`src/rtl/sfpd_pkg.sv`:
```
// ----------------------------------------------------------------------------
// sfpd_pkg
// Shared constants and types of the subset farthest-point distance unit.
// ----------------------------------------------------------------------------
package sfpd_pkg;

   localparam int DEF_MAX_POINTS   = 1024;
   localparam int DEF_MAX_SELECTED = 1024;
   localparam int DEF_COORD_BITS   = 16;
   localparam int DEF_FRAC_BITS    = 16;

   // Fixed field widths of the channels.
   localparam int IDX_W = 11;
   localparam int OUT_W = 33;

   // Depth of the queue between the front and back parts.
   localparam int QUEUE_DEPTH = 4;

   typedef logic [1:0] kind_type;

   localparam kind_type KIND_POINT  = 2'd0;
   localparam kind_type KIND_SELECT = 2'd1;
   localparam kind_type KIND_START  = 2'd2;

endpackage

```
`src/rtl/sfpd_fifo.sv`:
```
// ----------------------------------------------------------------------------
// sfpd_fifo
// Short register queue that decouples the front part from the back part.
// ----------------------------------------------------------------------------
module sfpd_fifo
   import sfpd_pkg::*;
#(
   parameter int WIDTH = 64,
   parameter int DEPTH = QUEUE_DEPTH
) (
   input  logic             clock,
   input  logic             reset,
   input  logic             push,
   input  logic [WIDTH-1:0] push_data,
   output logic             full,
   input  logic             pop,
   output logic [WIDTH-1:0] pop_data,
   output logic             empty
);

   localparam int PW = (DEPTH > 1) ? $clog2(DEPTH) : 1;
   localparam int CW = $clog2(DEPTH + 1);

   logic [WIDTH-1:0] slot_ff [DEPTH];
   logic [PW-1:0]    wr_ptr_ff, wr_ptr_in;
   logic [PW-1:0]    rd_ptr_ff, rd_ptr_in;
   logic [CW-1:0]    count_ff, count_in;

   always_comb begin
      wr_ptr_in = wr_ptr_ff;
      rd_ptr_in = rd_ptr_ff;
      if (push) begin
         wr_ptr_in = (wr_ptr_ff == PW'(DEPTH - 1)) ? '0 : wr_ptr_ff + PW'(1);
      end
      if (pop) begin
         rd_ptr_in = (rd_ptr_ff == PW'(DEPTH - 1)) ? '0 : rd_ptr_ff + PW'(1);
      end
      case ({push, pop})
         2'b10:   count_in = count_ff + CW'(1);
         2'b01:   count_in = count_ff - CW'(1);
         default: count_in = count_ff;
      endcase
   end

   always_ff @(posedge clock) begin
      if (reset) begin
         wr_ptr_ff <= '0;
         rd_ptr_ff <= '0;
         count_ff  <= '0;
      end else begin
         wr_ptr_ff <= wr_ptr_in;
         rd_ptr_ff <= rd_ptr_in;
         count_ff  <= count_in;
      end
   end

   always_ff @(posedge clock) begin
      if (push) begin
         slot_ff[wr_ptr_ff] <= push_data;
      end
   end

   assign full     = (count_ff == CW'(DEPTH));
   assign empty    = (count_ff == '0);
   assign pop_data = slot_ff[rd_ptr_ff];

endmodule

```
`config.mk`:
```
export PLATFORM = sky130hd
export DESIGN_NAME = sfpd_fifo
export DESIGN_NICKNAME = d
export VERILOG_FILES = /design/src/rtl/sfpd_pkg.sv /design/src/rtl/sfpd_fifo.sv
export SDC_FILE = /design/constraint.sdc
export NUM_CORES = 1
export LEC_CHECK = 0
export BUFFER_PORTS_ARGS = -buffer_cell sky130_fd_sc_hd__buf_4
export CELL_PAD_IN_SITES_DETAIL_PLACEMENT = 0
export CELL_PAD_IN_SITES_GLOBAL_PLACEMENT = 1
export CORE_UTILIZATION = 27
export DETAILED_ROUTE_END_ITERATION = 7
export HOLD_SLACK_MARGIN = 0.06
export PLACE_DENSITY_LB_ADDON = 0.1
export SKIP_LAST_GASP = 1
export SYNTH_ARGS = -nofsm -noshare
export SYNTH_HDL_FRONTEND = slang
export SYNTH_SLANG_ARGS = --single-unit
```
`constraint.sdc`:
```
create_clock -name clock -period 3.55 [get_ports clock]
set_clock_uncertainty 0.15 [all_clocks]
set_input_delay 0.355 -clock clock [delete_from_list [all_inputs] [get_ports clock]]
set_output_delay 0.355 -clock clock [all_outputs]
set_load 0.05 [all_outputs]
```
==> impl_results.md <==
- Status: finished clean
- Post-CTS setup buffers: 0
- Min Tclk post-route: 2.701 ns
- Number of CTS-inserted buffers: 30
- Cells after synthesis: 382
- Starting Density: 27.43%
- Cell leakage power: 4.379 nW
- FF+latch count, synth: 265
- Dpl hpwl: 12020 microns
- Gr ovfl total: 0
- Final nets: 684
- Wire length of the first global-routing pass: 30860 microns
- Crit-path max cell delay: 0.71 ns
- Vias per cell: 4.239
- RSZ-0062 raised after global routing: no
- Layout cells sized above 1: 39.34%
- Post-DRT Antenna Nets: 0
- Final WL: 20630 microns
- Die ar.: 36910 sq um
- Syn avg cell area: 25.54 sq um
- Max-cap viol count: 0
- Initial DRC Count: 168
- Non-filler instance count after layout: 1094
- Commonest non-fill, non-tap cell in the layout: edfxtp_1
- Pwr per Cell Area: 586.4 nW/um^2
- Critical Path Fanout Max: 33
- Max-slew violation count: 0
- IO Port Bufs: 133
- Detailed-route DRC error count: 0
- Clk root buf: clkbuf_16
- Final core utilization: 36.37%
- Slowest CP cell: dfxtp_4
- Total GRT Usage: 11.40%
- Clock latency at the later pin of the worst-skew pair: 0.53 ns
- Final hold vios: 0
- Die H: 192.1 microns
- Worst Hold Class: register to register
- Setup TNS: 0 ns
- Register area share after synthesis: 80.63%
- DIE WIDTH: 192.1 microns
- FF-to-FF Start: wr_ptr_ff[0]$_SDFFE_PP0P_
- Critical Path RT: 3.04 ns
- Tot Pwr: 7.585 mW
- Post-Place Setup Slack: 1.327 ns
- WP data arrival: 2.20 ns
- Mapped cell area: 9758 sq um
- Critical Setup Path Class: register to output pin
- YS warnings: 0
- CTS tree: done
- Core ar.: 35570 sq um
- Most frequent cells in the layout: edfxtp_1 (256), buf_4 (138), dlygate4sd3_1 (67)
- Min-delay src: rd_ptr_ff[0]$_SDFFE_PP0P_
- Initial antenna violation count: 0
- Hold Slack: 0.3908 ns
- Setup crit end kind: output pin
- Max Fclk: 370.3 MHz
- Synth Net Count: 457
- CTS Buffer Depth: 3
- PnR worst setup slack: 0.8492 ns
- Largest net degree at the start of global routing: 41
- Endpoints failing setup: 0
- Slew HR: 56.88%
- Vias in the first global route: 5194
- I/O Pins: 134
- Via Count: 4638
- Routability congestion estimate from global placement: 0.6601
- Critical-path cell list: buf_12, mux4_2, buf_4
- Tightest Pin Transition: 0.6468 ns
- Dpl cells: 971
- Final period util: 76.08%
- H-tree depth: 1
- CTS sink cnt: 265
- Peak VDD IR: 372.3 uV
- Number of diodes: 0
- Fin area: 12930 sq um
- Area Overhead vs Synth: 32.56%
- Clock slew at reported path FFs: 0.06 ns
- Startpoint type of the worst setup path: register
- Placed cell areas: 11300 sq um
- Routed len/inst: 18.86 microns
- Synth unique cells: 21
- Num rows: 69
- DR pass1 iterations: 4
-- area by class of cell --
cell class	instances	area, sq um
tap	461	576.8
sequential	265	7875
clock inverter	18	160.2
timing repair buffer	209	1787
inverter	7	26.28
fill	3372	22630
multi-input combinational	96	1708
clock buffer	38	802.0
-- final timing paths --
kind / end / slack [ns] / cells past startpoint
min: register / 0.39 / 2
min reg2reg: register / 0.39 / 2
max reg2reg: slot_ff[3][12]$_DFFE_PP_ / 1.51 / 3
max: pop_data[26] / 0.85 / 3
-- Yosys cell counts --
cell,count,area [sq um]
a21oi_1,4,20.02
ha_1,6,75.07
mux4_1,4,105.1
xor2_1,2,17.52
clkbuf_2,1,5.000
buf_12,6,120.1
buf_6,1,11.26
fa_1,1,20.02
or3_1,1,6.260
inv_1,7,26.28
o21ai_0,1,5.000
buf_2,6,30.03
nor2_1,7,26.28
mux4_2,60,1351
mux2i_1,2,20.02
nor3_1,1,5.000
dfxtp_1,9,180.2
and3_1,1,6.260
nor3b_1,2,15.01
edfxtp_1,256,7687
and2_1,4,25.02
-- worst max-delay path: cells and delay by family (launching register included) --
| kind | cells | cell delay [ns] |
|---|---|---|
| buffers and inverters | 2 | 0.52 |
| flip-flops | 1 | 0.71 |
| multiplexers | 1 | 0.38 |
-- registers in the layout, summed over array words and instances, names as in the netlist, named ones only --
name       flops
count_ff       3
rd_ptr_ff      2
slot_ff      256
wr_ptr_ff      2
-- where the power goes --
group / switching (mW) / total (mW) / internal, mW
clock: 1.16 / 2.96 / 1.80
combinational: 0.629 / 1.01 / 0.385
sequential: 0.0417 / 3.61 / 3.57
-- metal layers --
layer / part of all wire (%) / track usage, % / routed length (microns) / up-vias
met3: 4.7 / 2.467 / 963 / 31
li1: - / - / - / 2082
met5: 0 / 0 / 0 / -
met1: 40 / 13.16 / 8239 / 2433
met4: 1.8 / 3.180 / 363 / 0
met2: 54 / 21.06 / 11070 / 92
-- logic make-up (layout without fill, tap and decap cells) --
family          count (synthesis)  count (layout)  synth area share (%)
simple gates                   16              16                0.8591
xor+xnor                        2               2                0.1795
fa+ha+maj                       7               7                0.9745
compound gates                  5               5                0.2564
flops                         265             265                 80.63
buf+inv                        21             272                 1.975
mux                            66              66                 15.13
-- what timing repair did --
item | in CTS | in global routing
endpoints found under the setup margin | 0 | 0
hold buffers | 67 | 0
gates resized for setup | 0 | 0
endpoints found under the hold margin | 265 | 0
(Power assumes the default switching activity.)
