<file path="src/rtl/sfpd_pkg.sv">
// ----------------------------------------------------------------------------
// sfpd_pkg
// Shared constants and types of the subset farthest-point distance unit.
// ----------------------------------------------------------------------------
package sfpd_pkg;

   localparam int DEF_MAX_POINTS   = 1024;
   localparam int DEF_MAX_SELECTED = 1024;
   localparam int DEF_COORD_BITS   = 16;
   localparam int DEF_FRAC_BITS    = 16;

   // Fixed field widths of the channels.
   localparam int IDX_W = 11;
   localparam int OUT_W = 33;

   // Depth of the queue between the front and back parts.
   localparam int QUEUE_DEPTH = 4;

   typedef logic [1:0] kind_type;

   localparam kind_type KIND_POINT  = 2'd0;
   localparam kind_type KIND_SELECT = 2'd1;
   localparam kind_type KIND_START  = 2'd2;

endpackage

</file>
<file path="src/rtl/sfpd_if.sv">
// ----------------------------------------------------------------------------
// sfpd channel interfaces
// Valid/ready channels for the request and response items.
// ----------------------------------------------------------------------------
interface sfpd_req_if
   import sfpd_pkg::*;
#(
   parameter int COORD_BITS = DEF_COORD_BITS
) ();
   logic                         valid;
   logic                         ready;
   kind_type                     kind;
   logic signed [COORD_BITS-1:0] coord_x;
   logic signed [COORD_BITS-1:0] coord_y;
   logic        [IDX_W-1:0]      select_index;

   modport source (output valid, kind, coord_x, coord_y, select_index, input ready);
   modport sink   (input valid, kind, coord_x, coord_y, select_index, output ready);
endinterface


</file>
<file path="src/rtl/sfpd_front.sv">
// ----------------------------------------------------------------------------
// sfpd_front
// Accepts request items, checks capacity, assigns store addresses and
// queues the resulting commands for the back part.
// ----------------------------------------------------------------------------
module sfpd_front
   import sfpd_pkg::*;
#(
   parameter int MAX_POINTS   = DEF_MAX_POINTS,
   parameter int MAX_SELECTED = DEF_MAX_SELECTED,
   parameter int COORD_BITS   = DEF_COORD_BITS,
   localparam int PCNT_W      = $clog2(MAX_POINTS + 1),
   localparam int SCNT_W      = $clog2(MAX_SELECTED + 1),
   localparam int E_W         = 3 + PCNT_W + SCNT_W + 2 * COORD_BITS + IDX_W
) (
   input  logic           clock,
   input  logic           reset,
   sfpd_req_if.sink       req_if,
   output logic           push,
   output logic [E_W-1:0] push_entry,
   input  logic           full
);

   logic              accept;
   logic [PCNT_W-1:0] pcnt_ff, pcnt_in;
   logic [SCNT_W-1:0] scnt_ff, scnt_in;
   logic              err_ff, err_in;

   assign req_if.ready = !full;
   assign accept       = req_if.valid && req_if.ready;

   always_comb begin
      push    = 1'b0;
      pcnt_in = pcnt_ff;
      scnt_in = scnt_ff;
      err_in  = err_ff;
      if (accept) begin
         case (req_if.kind)
            KIND_POINT: begin
               if (pcnt_ff < PCNT_W'(MAX_POINTS)) begin
                  push    = 1'b1;
                  pcnt_in = pcnt_ff + PCNT_W'(1);
               end else begin
                  err_in = 1'b1;
               end
            end
            KIND_SELECT: begin
               if (scnt_ff < SCNT_W'(MAX_SELECTED)) begin
                  push    = 1'b1;
                  scnt_in = scnt_ff + SCNT_W'(1);
               end else begin
                  err_in = 1'b1;
               end
            end
            KIND_START: begin
               push    = 1'b1;
               pcnt_in = '0;
               scnt_in = '0;
               err_in  = 1'b0;
            end
            default: begin
            end
         endcase
      end
   end

   // A start command carries the counts and the sticky error seen so far.
   assign push_entry = {req_if.kind, err_ff, pcnt_ff, scnt_ff,
                        req_if.coord_x, req_if.coord_y, req_if.select_index};

   always_ff @(posedge clock) begin
      if (reset) begin
         pcnt_ff <= '0;
         scnt_ff <= '0;
         err_ff  <= 1'b0;
      end else begin
         pcnt_ff <= pcnt_in;
         scnt_ff <= scnt_in;
         err_ff  <= err_in;
      end
   end

endmodule

</file>
<file path="src/flat_wrapper.sv">
// flat-port wrapper written by rule: the top's interface ports become plain ports
module sfpd_front_flat import sfpd_pkg::*;
#(
   parameter int MAX_POINTS   = DEF_MAX_POINTS,
   parameter int MAX_SELECTED = DEF_MAX_SELECTED,
   parameter int COORD_BITS   = DEF_COORD_BITS,
   localparam int PCNT_W      = $clog2(MAX_POINTS + 1),
   localparam int SCNT_W      = $clog2(MAX_SELECTED + 1),
   localparam int E_W         = 3 + PCNT_W + SCNT_W + 2 * COORD_BITS + IDX_W
)
  (clock, reset, push, push_entry, full, req_if_valid, req_if_kind, req_if_coord_x, req_if_coord_y, req_if_select_index, req_if_ready);
  sfpd_req_if #(.COORD_BITS(COORD_BITS)) req_if_i ();
  input  logic clock;
  input  logic reset;
  output logic push;
  output logic [E_W-1:0] push_entry;
  input  logic full;
  input wire logic [$bits(req_if_i.valid)-1:0] req_if_valid;
  input wire logic [$bits(req_if_i.kind)-1:0] req_if_kind;
  input wire logic [$bits(req_if_i.coord_x)-1:0] req_if_coord_x;
  input wire logic [$bits(req_if_i.coord_y)-1:0] req_if_coord_y;
  input wire logic [$bits(req_if_i.select_index)-1:0] req_if_select_index;
  output wire logic [$bits(req_if_i.ready)-1:0] req_if_ready;
  assign req_if_i.valid = req_if_valid;
  assign req_if_i.kind = req_if_kind;
  assign req_if_i.coord_x = req_if_coord_x;
  assign req_if_i.coord_y = req_if_coord_y;
  assign req_if_i.select_index = req_if_select_index;
  assign req_if_ready = req_if_i.ready;
  sfpd_front #(.MAX_POINTS(MAX_POINTS), .MAX_SELECTED(MAX_SELECTED), .COORD_BITS(COORD_BITS)) u_core (.clock(clock), .reset(reset), .req_if(req_if_i), .push(push), .push_entry(push_entry), .full(full));
endmodule
</file>
<file path="config.mk">
export PLATFORM = sky130hd
export DESIGN_NAME = sfpd_front_flat
export DESIGN_NICKNAME = d
export VERILOG_FILES = /design/src/rtl/sfpd_pkg.sv /design/src/rtl/sfpd_if.sv /design/src/rtl/sfpd_front.sv /design/src/flat_wrapper.sv
export SDC_FILE = /design/constraint.sdc
export NUM_CORES = 1
export LEC_CHECK = 0
export BUFFER_PORTS_ARGS = -buffer_cell sky130_fd_sc_hd__buf_2
export CORE_MARGIN = 4
export CORE_UTILIZATION = 43
export CTS_CLUSTER_SIZE = 30
export DETAILED_ROUTE_END_ITERATION = 6
export HOLD_SLACK_MARGIN = 0.12
export MAX_ROUTING_LAYER = met4
export PLACE_DENSITY = 0.89
export SLEW_MARGIN = 20
export SYNTH_ARGS = -nofsm -noshare
export SYNTH_HDL_FRONTEND = slang
export SYNTH_SLANG_ARGS = --single-unit
</file>
<file path="constraint.sdc">
create_clock -name clock -period 4.51 [get_ports clock]
set_clock_uncertainty 0.2 [all_clocks]
set_input_delay 0.6765 -clock clock [delete_from_list [all_inputs] [get_ports clock]]
set_output_delay 0.6765 -clock clock [all_outputs]
set_load 0.02 [all_outputs]
</file>
==> results.md <==
- Run status: completed
- Slew Viols, Final: 0
- Clock root buffer: clkbuf_4
- Synth Area in XOR/XNOR: 5.72%
- Slew HR: 62.3%
- Drt wl/cell: 13.7 um
- Initial Utilization: 45.1%
- Netlist Area Pre-Place: 0.00153 sq mm
- Max VDD drop: 80.4 uV
- Yosys Warn Count: 0
- Share of async-settable or async-resettable flops after synthesis: 0%
- Final Util: 41.3%
- Fillers: 349
- Total CTS buffers: 3
- Number of H-tree levels: 1
- Seq/Total Area, Yosys: 30.1%
- Endpoints failing hold: 0
- Mux cell area share after synthesis: 0%
- First-pass GRT wire length: 4970 um
- Max-capacitance violation count: 0
- CTS tree: yes
- Main synth FF type: dfxtp_1
- Gr ovfl total: 0
- R2r setup slk: 2.47 ns
- Chip height: 67.7 um
- Crit-path most repeated cell: buf_2
- Final setup fails: 0
- Core Box Area: 0.00339 sq mm
- Routed vias: 1176
- Critical R2R Capture: u_core.scnt_ff[8]
- IO Pins: 119
- Final min period: 3.01 ns
- Vias in the first global route: 1120
- Clock Path Buffers: 2
- GPL Wtd Cong: 0.786
- Final layout net count: 228
- Startpoint types: primary input
- Crit-path max cell delay: 0.52 ns
- Post-DR vias/cell: 5.30
- Port Buf Inserts: 32
- GRT Resource Usage Total: 14.3%
- Post-synthesis compound-gate area fraction: 15.3%
- Syn Nets: 243
- Pin count of the biggest net entering global routing: 17
- Clk slew on worst S/H paths: 0.12 ns
- # DRC: 0
- TNS Setup: 0 ns
- Hold Crit Class: flip-flop to flip-flop
- Cell Chain, Critical Path: buf_2 > or3b_1 > nor3_1 > a21o_1 > buf_2
- RSZ-0062 raised after global routing: no
- Hold buffer count at cts: 0
- Non-filler instance count after layout: 222
- Cells after DPL: 218
- WHS Endpoint: u_core.err_ff
- Hold Startpoint: u_core.err_ff
- Simple-gate area share of the yosys netlist: 20.4%
- Die ar.: 0.00458 sq mm
- Reg2reg path depth: 4
- Post-synth EDFFs: 0
- Final Cycle Share: 66.8%
- Mapped Cells: 192
- RR Startpoint: u_core.scnt_ff[10]
- Worst Path Arrival: 2.13 ns
- Crit path max fanout: 12
- Adder-cell share of the synthesized area: 1.64%
- Power density cells: 239 mW/mm^2
- Routed WL: 3040 um
- First drt pass iteration count: 4
- N_diodes: 0
- Floorplan row count: 21
- Final setup margin: 1.50 ns
- Tot Pwr: 335 uW
- Largest family of logic cells by synthesized area: buffers and inverters
- Post-cts resize count: 0
- Postcts setup bufs: 0
- Distinct cells, synth: 39
- Average size of a mapped cell: 7.97 sq um
- Tightest Pin Transition: 0.551 ns
- Dpl hpwl: 2260 um
- Skew-Pair Late Insertion Delay: 0.32 ns
- Synth Register Bits: 23
- Critical setup path kind: primary input to output port
- # clock sinks: 23
- Initial antenna violation count: 0
- Antenna Nets Post-Route: 0
- Initial drt markers: 112
- Die X: 67.7 um
- Proportion of layout cells with a drive suffix above 1: 21.6%
- Fmax achieved: 332 MHz
- Hold Crit Depth: 2
- Slowest CP cell: or3b_1
- Post-Place Setup Slack: 1.51 ns
- Critical Path RT: 3.63 ns
- Leak: 0.000556 uW
- CP endpoint kind: output port
- Area Growth Syn to Fin: -8.42%
synthesized netlist by cell type (2+ instances only):
| cell type | n | area [sq um] |
|---|---|---|
| nor2_1 | 21 | 78.8 |
| a211oi_1 | 4 | 30.0 |
| a2111oi_0 | 4 | 35.0 |
| nand3_1 | 6 | 30.0 |
| buf_4 | 47 | 353 |
| and3_1 | 2 | 12.5 |
| or3b_1 | 2 | 17.5 |
| nor2b_1 | 4 | 25.0 |
| dfxtp_1 | 23 | 460 |
| o21ai_0 | 4 | 20.0 |
| nand4_1 | 2 | 12.5 |
| nand2_1 | 11 | 41.3 |
| a31oi_1 | 2 | 12.5 |
| a21oi_1 | 9 | 45.0 |
| a21o_1 | 3 | 22.5 |
| ha_1 | 2 | 25.0 |
| inv_1 | 10 | 37.5 |
| clkbuf_1 | 3 | 11.3 |
| xnor2_1 | 10 | 87.6 |
| a2bb2oi_1 | 2 | 17.5 |
| nor3_1 | 3 | 15.0 |
stage by stage:
stage	area [sq um]	hold slack, ns
floorplan	1530	0.238
CTS	1400	0.288
global placement	1380	0.258
global route	1400	0.317
finish	1400	0.287
detailed placement	1380	0.254
registers in the layout, indices dropped and copies added, names as in the netlist:
register / flops
u_core.pcnt_ff: 11
u_core.err_ff: 1
u_core.scnt_ff: 11
logic make-up after synthesis:
family                     Yosys count
AOI/OAI and AO/OA                   34
xor gates and xnor gates            10
adders and majority gates            2
buffers and inverters               62
DFF                                 23
and+or+nand+nor                     61
metal layers:
metal,vias to the layer above,track usage [%],routed length (um)
met2,28,22.6,1490
met1,566,17.1,1310
met5,-,-,0
met4,0,7.34,37
met3,6,3.00,201
li1,576,-,-
power breakdown:
group | internal, uW | total (uW) | switching (uW)
sequential | 204 | 205 | 1.27
clock | 34.6 | 98.2 | 63.6
combinational | 9.76 | 30.8 | 21.1
total | 249 | 335 | 85.9
critical path: cells and delay by family:
family / cells / cell delay [ns]
simple gates: 2 / 1.01
buf+inv: 2 / 0.31
compound gates: 1 / 0.13
cell usage in the layout, fill, tap and decap left out, types with 3 or more instances in the layout:
cell	count
nand3_1	6
a211oi_1	4
clkbuf_4	3
a21oi_1	9
a21o_1	3
dfxtp_1	23
nor3_1	3
buf_2	32
o21ai_0	4
nor2_1	21
xnor2_1	10
nor2b_1	4
inv_1	10
nand2_1	11
a2111oi_0	4
how the worst max path moves through the flow:
| stage | from | to | slack [ns] | depth (start not counted) |
|---|---|---|---|---|
| after floorplan | req_if_kind[0] | push | 1.90 | 4 |
| after global placement | req_if_kind[0] | push | 1.58 | 5 |
| after detailed placement | req_if_kind[0] | push | 1.51 | 5 |
| after CTS | req_if_kind[0] | push | 1.51 | 5 |
| after global routing | req_if_kind[0] | push | 1.42 | 5 |
| final | req_if_kind[0] | push | 1.50 | 5 |
final cells by class:
class / instances / area (sq um) / area share [%]
sequential: 23 / 460 / 32.9
clock buffer: 4 / 26.3 / 1.88
timing repair buffer: 32 / 160 / 11.4
inverter: 10 / 37.5 / 2.68
tap: 46 / 57.6 / 4.11
multi-input combinational: 107 / 659 / 47.1
Note: power is estimated with default switching activity, not from simulation.
